==> src/design/lsr_pkg.sv <==
// shared constants and types for the line segment rasterizer
package lsr_pkg;

   localparam int LSR_COORD_BITS = 10;
   localparam int LSR_COLOR_BITS = 16;

   typedef enum logic {
      ACT_START = 1'b0,
      ACT_TICK  = 1'b1
   } lsr_action_type;

endpackage

==> src/design/lsr_if.sv <==
// request and response channel interfaces of the line segment rasterizer
interface lsr_req_if
   import lsr_pkg::*;
#(
   parameter int COORD_BITS = LSR_COORD_BITS
);
   logic                      valid;
   logic                      ready;
   logic                      action;
   logic [COORD_BITS-1:0]     start_x;
   logic [COORD_BITS-1:0]     start_y;
   logic [COORD_BITS-1:0]     end_x;
   logic [COORD_BITS-1:0]     end_y;
   logic [LSR_COLOR_BITS-1:0] draw_color;

   modport source (output valid, action, start_x, start_y, end_x, end_y, draw_color,
                   input ready);
   modport sink   (input valid, action, start_x, start_y, end_x, end_y, draw_color,
                   output ready);
endinterface

interface lsr_rsp_if
   import lsr_pkg::*;
#(
   parameter int COORD_BITS = LSR_COORD_BITS
);
   logic                      valid;
   logic                      ready;
   logic [COORD_BITS-1:0]     pixel_x;
   logic [COORD_BITS-1:0]     pixel_y;
   logic [LSR_COLOR_BITS-1:0] pixel_color;
   logic                      last_pixel;

   modport source (output valid, pixel_x, pixel_y, pixel_color, last_pixel,
                   input ready);
   modport sink   (input valid, pixel_x, pixel_y, pixel_color, last_pixel,
                   output ready);
endinterface

==> src/design/lsr_setup.sv <==
// segment setup: steepness, axis swap, endpoint ordering and deltas
module lsr_setup
   import lsr_pkg::*;
#(
   parameter int COORD_BITS = LSR_COORD_BITS
) (
   input  logic [COORD_BITS-1:0] start_x,
   input  logic [COORD_BITS-1:0] start_y,
   input  logic [COORD_BITS-1:0] end_x,
   input  logic [COORD_BITS-1:0] end_y,
   output logic                  is_steep,
   output logic [COORD_BITS-1:0] major_pos,
   output logic [COORD_BITS-1:0] minor_pos,
   output logic [COORD_BITS-1:0] major_end,
   output logic [COORD_BITS-1:0] major_delta,
   output logic [COORD_BITS-1:0] minor_delta,
   output logic                  minor_down
);

   logic [COORD_BITS-1:0] dx;
   logic [COORD_BITS-1:0] dy;
   logic [COORD_BITS-1:0] a_maj;
   logic [COORD_BITS-1:0] a_min;
   logic [COORD_BITS-1:0] b_maj;
   logic [COORD_BITS-1:0] b_min;
   logic [COORD_BITS-1:0] lo_maj;
   logic [COORD_BITS-1:0] lo_min;
   logic [COORD_BITS-1:0] hi_maj;
   logic [COORD_BITS-1:0] hi_min;

   always_comb begin
      dx = (start_x >= end_x) ? (start_x - end_x) : (end_x - start_x);
      dy = (start_y >= end_y) ? (start_y - end_y) : (end_y - start_y);
      is_steep = (dy > dx);

      if (is_steep) begin
         a_maj = start_y;
         a_min = start_x;
         b_maj = end_y;
         b_min = end_x;
      end else begin
         a_maj = start_x;
         a_min = start_y;
         b_maj = end_x;
         b_min = end_y;
      end

      // walk always runs up the major axis
      if (a_maj > b_maj) begin
         lo_maj = b_maj;
         lo_min = b_min;
         hi_maj = a_maj;
         hi_min = a_min;
      end else begin
         lo_maj = a_maj;
         lo_min = a_min;
         hi_maj = b_maj;
         hi_min = b_min;
      end

      major_pos   = lo_maj;
      minor_pos   = lo_min;
      major_end   = hi_maj;
      major_delta = hi_maj - lo_maj;
      minor_delta = (lo_min >= hi_min) ? (lo_min - hi_min) : (hi_min - lo_min);
      minor_down  = !(lo_min < hi_min);
   end

endmodule

==> src/design/line_segment_rasterizer.sv <==
// Bresenham line rasterizer: a start transaction (action 0) loads two endpoints and a
// colour and gives no pixel; each tick transaction (action 1) while a segment is active
// gives one pixel, with last_pixel high on the final one, after which ticks give nothing
// until the next start. One transaction is taken every clock: all setup and error-update
// work sits in one stage between the request port and the segment state and response
// registers, so a pixel reaches the response port in the cycle after its tick. The request
// side stalls only while a response is held unaccepted; a start overrides a running segment.
module line_segment_rasterizer
   import lsr_pkg::*;
#(
   parameter int COORD_BITS = LSR_COORD_BITS
) (
   input  logic     clock,
   input  logic     reset,
   lsr_req_if.sink   req_chan,
   lsr_rsp_if.source rsp_chan
);

   localparam int ErrBits = COORD_BITS + 2;

   // setup results
   logic                  su_steep;
   logic [COORD_BITS-1:0] su_major_pos;
   logic [COORD_BITS-1:0] su_minor_pos;
   logic [COORD_BITS-1:0] su_major_end;
   logic [COORD_BITS-1:0] su_major_delta;
   logic [COORD_BITS-1:0] su_minor_delta;
   logic                  su_minor_down;

   // segment state
   logic                      busy_ff, busy_in;
   logic                      steep_ff, steep_in;
   logic [COORD_BITS-1:0]     major_pos_ff, major_pos_in;
   logic [COORD_BITS-1:0]     minor_pos_ff, minor_pos_in;
   logic [COORD_BITS-1:0]     major_end_ff, major_end_in;
   logic [COORD_BITS-1:0]     major_delta_ff, major_delta_in;
   logic [COORD_BITS-1:0]     minor_delta_ff, minor_delta_in;
   logic signed [ErrBits-1:0] error_ff, error_in;
   logic                      minor_down_ff, minor_down_in;
   logic [LSR_COLOR_BITS-1:0] color_ff, color_in;

   // response register
   logic                      rsp_valid_ff, rsp_valid_in;
   logic [COORD_BITS-1:0]     rsp_x_ff, rsp_x_in;
   logic [COORD_BITS-1:0]     rsp_y_ff, rsp_y_in;
   logic [LSR_COLOR_BITS-1:0] rsp_color_ff, rsp_color_in;
   logic                      rsp_last_ff, rsp_last_in;

   logic                      req_ready;
   logic                      req_accept;
   logic                      is_start;
   logic                      tick_fire;
   logic                      last;
   logic signed [ErrBits-1:0] err_sub;

   lsr_setup #(
      .COORD_BITS(COORD_BITS)
   ) u_setup (
      .start_x     (req_chan.start_x),
      .start_y     (req_chan.start_y),
      .end_x       (req_chan.end_x),
      .end_y       (req_chan.end_y),
      .is_steep    (su_steep),
      .major_pos   (su_major_pos),
      .minor_pos   (su_minor_pos),
      .major_end   (su_major_end),
      .major_delta (su_major_delta),
      .minor_delta (su_minor_delta),
      .minor_down  (su_minor_down)
   );

   assign req_ready       = !rsp_valid_ff || rsp_chan.ready;
   assign req_accept      = req_chan.valid && req_ready;
   assign req_chan.ready  = req_ready;

   assign rsp_chan.valid       = rsp_valid_ff;
   assign rsp_chan.pixel_x     = rsp_x_ff;
   assign rsp_chan.pixel_y     = rsp_y_ff;
   assign rsp_chan.pixel_color = rsp_color_ff;
   assign rsp_chan.last_pixel  = rsp_last_ff;

   always_comb begin
      is_start  = req_accept && (req_chan.action == ACT_START);
      tick_fire = req_accept && (req_chan.action == ACT_TICK) && busy_ff;
      last      = (major_pos_ff == major_end_ff);
      err_sub   = error_ff - $signed({2'b00, minor_delta_ff});

      busy_in        = busy_ff;
      steep_in       = steep_ff;
      major_pos_in   = major_pos_ff;
      minor_pos_in   = minor_pos_ff;
      major_end_in   = major_end_ff;
      major_delta_in = major_delta_ff;
      minor_delta_in = minor_delta_ff;
      error_in       = error_ff;
      minor_down_in  = minor_down_ff;
      color_in       = color_ff;

      if (is_start) begin
         busy_in        = 1'b1;
         steep_in       = su_steep;
         major_pos_in   = su_major_pos;
         minor_pos_in   = su_minor_pos;
         major_end_in   = su_major_end;
         major_delta_in = su_major_delta;
         minor_delta_in = su_minor_delta;
         error_in       = $signed({3'b000, su_major_delta[COORD_BITS-1:1]});
         minor_down_in  = su_minor_down;
         color_in       = req_chan.draw_color;
      end else if (tick_fire) begin
         if (err_sub < 0) begin
            minor_pos_in = minor_down_ff ? (minor_pos_ff - 1'b1) : (minor_pos_ff + 1'b1);
            error_in     = err_sub + $signed({2'b00, major_delta_ff});
         end else begin
            error_in     = err_sub;
         end
         major_pos_in = major_pos_ff + 1'b1;
         if (last) begin
            busy_in = 1'b0;
         end
      end

      // response register: load on a pixel, drop when taken
      rsp_valid_in = rsp_valid_ff;
      rsp_x_in     = rsp_x_ff;
      rsp_y_in     = rsp_y_ff;
      rsp_color_in = rsp_color_ff;
      rsp_last_in  = rsp_last_ff;
      if (req_accept) begin
         rsp_valid_in = tick_fire;
      end else if (rsp_chan.ready) begin
         rsp_valid_in = 1'b0;
      end
      if (tick_fire) begin
         rsp_x_in     = steep_ff ? minor_pos_ff : major_pos_ff;
         rsp_y_in     = steep_ff ? major_pos_ff : minor_pos_ff;
         rsp_color_in = color_ff;
         rsp_last_in  = last;
      end
   end

   always_ff @(posedge clock) begin
      if (reset) begin
         busy_ff      <= 1'b0;
         rsp_valid_ff <= 1'b0;
      end else begin
         busy_ff      <= busy_in;
         rsp_valid_ff <= rsp_valid_in;
      end
   end

   always_ff @(posedge clock) begin
      steep_ff       <= steep_in;
      major_pos_ff   <= major_pos_in;
      minor_pos_ff   <= minor_pos_in;
      major_end_ff   <= major_end_in;
      major_delta_ff <= major_delta_in;
      minor_delta_ff <= minor_delta_in;
      error_ff       <= error_in;
      minor_down_ff  <= minor_down_in;
      color_ff       <= color_in;
      rsp_x_ff       <= rsp_x_in;
      rsp_y_ff       <= rsp_y_in;
      rsp_color_ff   <= rsp_color_in;
      rsp_last_ff    <= rsp_last_in;
   end

endmodule

==> src/flat_wrapper.sv <==
// flat-port wrapper written by rule: the top's interface ports become plain ports
module line_segment_rasterizer_flat import lsr_pkg::*;
#(
   parameter int COORD_BITS = LSR_COORD_BITS
)
  (clock, reset, req_chan_valid, req_chan_action, req_chan_start_x, req_chan_start_y, req_chan_end_x, req_chan_end_y, req_chan_draw_color, req_chan_ready, rsp_chan_valid, rsp_chan_pixel_x, rsp_chan_pixel_y, rsp_chan_pixel_color, rsp_chan_last_pixel, rsp_chan_ready);
  lsr_req_if #(.COORD_BITS(COORD_BITS)) req_chan_i ();
  lsr_rsp_if #(.COORD_BITS(COORD_BITS)) rsp_chan_i ();
  input  logic clock;
  input  logic reset;
  input wire logic [$bits(req_chan_i.valid)-1:0] req_chan_valid;
  input wire logic [$bits(req_chan_i.action)-1:0] req_chan_action;
  input wire logic [$bits(req_chan_i.start_x)-1:0] req_chan_start_x;
  input wire logic [$bits(req_chan_i.start_y)-1:0] req_chan_start_y;
  input wire logic [$bits(req_chan_i.end_x)-1:0] req_chan_end_x;
  input wire logic [$bits(req_chan_i.end_y)-1:0] req_chan_end_y;
  input wire logic [$bits(req_chan_i.draw_color)-1:0] req_chan_draw_color;
  output wire logic [$bits(req_chan_i.ready)-1:0] req_chan_ready;
  output wire logic [$bits(rsp_chan_i.valid)-1:0] rsp_chan_valid;
  output wire logic [$bits(rsp_chan_i.pixel_x)-1:0] rsp_chan_pixel_x;
  output wire logic [$bits(rsp_chan_i.pixel_y)-1:0] rsp_chan_pixel_y;
  output wire logic [$bits(rsp_chan_i.pixel_color)-1:0] rsp_chan_pixel_color;
  output wire logic [$bits(rsp_chan_i.last_pixel)-1:0] rsp_chan_last_pixel;
  input wire logic [$bits(rsp_chan_i.ready)-1:0] rsp_chan_ready;
  assign req_chan_i.valid = req_chan_valid;
  assign req_chan_i.action = req_chan_action;
  assign req_chan_i.start_x = req_chan_start_x;
  assign req_chan_i.start_y = req_chan_start_y;
  assign req_chan_i.end_x = req_chan_end_x;
  assign req_chan_i.end_y = req_chan_end_y;
  assign req_chan_i.draw_color = req_chan_draw_color;
  assign req_chan_ready = req_chan_i.ready;
  assign rsp_chan_valid = rsp_chan_i.valid;
  assign rsp_chan_pixel_x = rsp_chan_i.pixel_x;
  assign rsp_chan_pixel_y = rsp_chan_i.pixel_y;
  assign rsp_chan_pixel_color = rsp_chan_i.pixel_color;
  assign rsp_chan_last_pixel = rsp_chan_i.last_pixel;
  assign rsp_chan_i.ready = rsp_chan_ready;
  line_segment_rasterizer #(.COORD_BITS(COORD_BITS)) u_core (.clock(clock), .reset(reset), .req_chan(req_chan_i), .rsp_chan(rsp_chan_i));
endmodule
==> config.mk <==
export PLATFORM = sky130hd
export DESIGN_NAME = line_segment_rasterizer_flat
export DESIGN_NICKNAME = d
export VERILOG_FILES = /design/src/design/lsr_pkg.sv /design/src/design/lsr_if.sv /design/src/design/lsr_setup.sv /design/src/design/line_segment_rasterizer.sv /design/src/flat_wrapper.sv
export SDC_FILE = /design/constraint.sdc
export NUM_CORES = 1
export LEC_CHECK = 0
export ABC_AREA = 1
export BUFFER_PORTS_ARGS = -buffer_cell sky130_fd_sc_hd__buf_2
export CORE_MARGIN = 2
export CORE_UTILIZATION = 55
export CTS_CLUSTER_DIAMETER = 40
export DETAILED_ROUTE_END_ITERATION = 7
export PLACE_DENSITY = 0.8
export SKIP_CTS_REPAIR_TIMING = 1
export SLEW_MARGIN = 30
export SYNTH_ARGS = -nofsm -noshare
export SYNTH_HDL_FRONTEND = slang
export SYNTH_SLANG_ARGS = --single-unit
==> constraint.sdc <==
create_clock -name clock -period 8.1 [get_ports clock]
set_clock_uncertainty 0.15 [all_clocks]
set_input_delay 0.81 -clock clock [delete_from_list [all_inputs] [get_ports clock]]
set_output_delay 0.81 -clock clock [all_outputs]
set_load 0.05 [all_outputs]
==> flow_summary.toml <==
[logic_synthesis]
synth-compound-area-share = 0.156
syn_area_per_cell_um2 = 7.98
synth_nets = 1432
ys_types = 55
yosysTopAreaCell = "edfxtp_1"
synth_cells = 1257
synth_fa_ha_area_frac = 0.149
synth_edf_count = 114
ys.flop_type = "edfxtp_1"
yosysWarnings = 0
synth_area_leaders = "edfxtp_1 (34%), ha_1 (13%), nand2_1 (11%)"
async_reset_ff_frac = 0
synth_top_area_frac = 0.341
yosysSeqAreaShare = 0.351
ys_ff_latch = 119
synth_top_family_by_area = "simple AND/OR/NAND/NOR gates"
yosys.area_share.simple = 0.196
synth_xor_xnor_area_share = 0.0504
synthMuxAreaShare = 0.00624
syn_area_um2 = 10000

[final_layout]
layout_commonest_cell = "nand2_1"
diodes = 0
final_cell_mix = "nand2_1 (281), inv_1 (199), buf_4 (124)"
nFillCells = 1429
drive_gt1_frac = 0.219
design_area_um2 = 12400
syn_to_final_growth_pct = 23.9
finish.net_count = 1648

[clock_tree]
cts_root_buffer = "clkbuf_16"
clock_latency_ns = 0.43
clockBufferDepth = 2
cts_tree = "done"
cts_sinks = 119
cts_buffers = 17
htreeDepth = 4
path_clk_slew_ns = 0.07

[grt]
grt_pass1_vias = 9221
track_usage = 0.292
overflow = 0
gr-max-usage-layer = "met2"
grt_pass1_wl_um = 45400
antenna_found_initial = 0
globalRouteMet2Util = 0.525
globalRouteMet3Util = 0.0421
grt_util_met1 = 0.361
grt_max_degree = 69

[outcome]
outcome = "finished clean"

[placement]
dp_slack_ns = -0.151
place.gp.congestion = 1.00
numPortBuffers = 99
postPlaceCellArea_um2 = 11600
post-dp-hpwl_um = 21800

[die]
rows = 49
pin_count = 100
die_y_um = 139
die-area_um2 = 19300
start_util = 0.560
die_w_um = 139
core_area_um2 = 17900

[setup_path]
cpPeakStageDelay_ns = 0.35
crit_fanout = 16
critical_path_class = "in2reg"
required_ns = 8.13
slowest_stage = "fa_1"
cp-end-kind = "flop"
path_common_cell = "inv_1"
cp-start-kind = "input pin"
cp.arrival_ns = 7.63

[sta]
setup_ws_ns = 0.494
finalHoldViolCount = 0
period_needed_ns = 7.61
slew_headroom = 0.382
finalSetupTns_ns = 0
worst_pin_slew_ns = 0.925
final-max-slew-violation-count = 0
finalCritPeriodShare = 0.939
fmax_ghz = 0.131
setup_viol = 0

[detailed_routing]
first_pass_iters = 6
wl_per_cell_um = 16.6
routed-via-count = 9445
drc = 0
wirelength_um = 28500
via_per_inst = 5.51
postRouteAntennaNets = 0
drt_iter0_markers = 867

[hold_path]
hold_class = "reg2reg"

[run]
cap_violations = 0
-- area by class of cell --
type	instances	area [µm²]	area share
Tap cell	229	287	0.0231
Clock inverter	15	218	0.0175
Clock buffer	17	425	0.0342
Timing Repair Buffer	226	1450	0.117
Sequential cell	119	3520	0.284
Multi-Input combinational cell	907	5760	0.463
Inverter	202	758	0.0610
-- stage by stage --
step	std cells	utilization	hold slack (ns)
5_1_grt	1715	0.694	0.275
3_5_place_dp	1675	0.648	0.255
6_report	1715	0.694	0.267
4_1_cts	1707	0.684	0.268
3_3_place_gp	1675	0.648	0.251
2_1_floorplan	1257	-	0.250
-- final timing paths --
| path | startpoint | slack [ns] | to | cells after the start |
|---|---|---|---|---|
| worst max-delay path | req_chan_start_y[0] | 0.49 | u_core.minor_delta_ff[8]$_DFFE_PP_ | 54 |
| worst min-delay path | u_core.color_ff[4]$_DFFE_PP_ | 0.27 | u_core.rsp_chan.pixel_color[4]$_DFFE_PP_ | 0 |
| worst max register to register | u_core.error_ff[1]$_DFFE_PP_ | 4.10 | u_core.error_ff[5]$_DFFE_PP_ | 16 |
| worst min register to register | u_core.color_ff[4]$_DFFE_PP_ | 0.27 | u_core.rsp_chan.pixel_color[4]$_DFFE_PP_ | 0 |
-- worst max-delay path, delay by kind of cell --
family | cells | cell delay [ns]
buffers and inverters | 13 | 1.04
adders and majority gates | 6 | 1.46
xor gates and xnor gates | 2 | 0.32
AOI/OAI and AO/OA | 14 | 2.06
muxes | 1 | 0.17
and+or+nand+nor | 18 | 1.78
-- kinds of logic (layout without fill, tap and decap cells) --
kind of cell,Yosys count,after routing
and+or+nand+nor,446,449
AOI/OAI and AO/OA,282,282
buffers and inverters,234,460
DFF,119,119
adders and majority gates,114,114
xor gates and xnor gates,56,56
muxes,6,6
-- cell usage after synthesis (3+ instances only) --
library cell,instances
a211oi_1,3
a21o_1,6
a21oi_1,87
a21oi_2,5
a31oi_1,4
and2_1,6
buf_2,4
clkbuf_1,23
dfxtp_1,5
edfxtp_1,114
fa_1,9
ha_1,105
inv_1,199
mux2i_1,4
nand2_1,282
nand2_2,12
nand2_4,4
nand3_1,47
nand3_2,4
nand4_1,4
nor2_1,63
nor2_4,3
nor3_1,6
o211ai_1,4
o21ai_0,131
o21ai_1,13
o21ai_2,4
o21bai_1,5
o221ai_1,3
o31ai_1,5
or2_2,7
xnor2_1,23
xor2_1,31
-- layer usage --
layer / vias to the layer above / wire length, µm
met3: 64 / 1890
met4: 0 / 739
met2: 412 / 14400
met1: 4347 / 11600
met5: - / 0
li1: 4622 / -
-- state kept, by name (all words and copies together), names as in the netlist, 10 cells and up --
register	flops
u_core.error_ff	12
u_core.minor_delta_ff	10
u_core.major_end_ff	10
u_core.major_delta_ff	10
u_core.rsp_chan.pixel_x	10
u_core.major_pos_ff	10
u_core.rsp_chan.pixel_y	10
u_core.minor_pos_ff	10
u_core.color_ff	16
u_core.rsp_chan.pixel_color	16
Power is left out: the tool's default activity adds up to more than one toggle a clock period on the data nets, which glitch-free logic cannot reach.
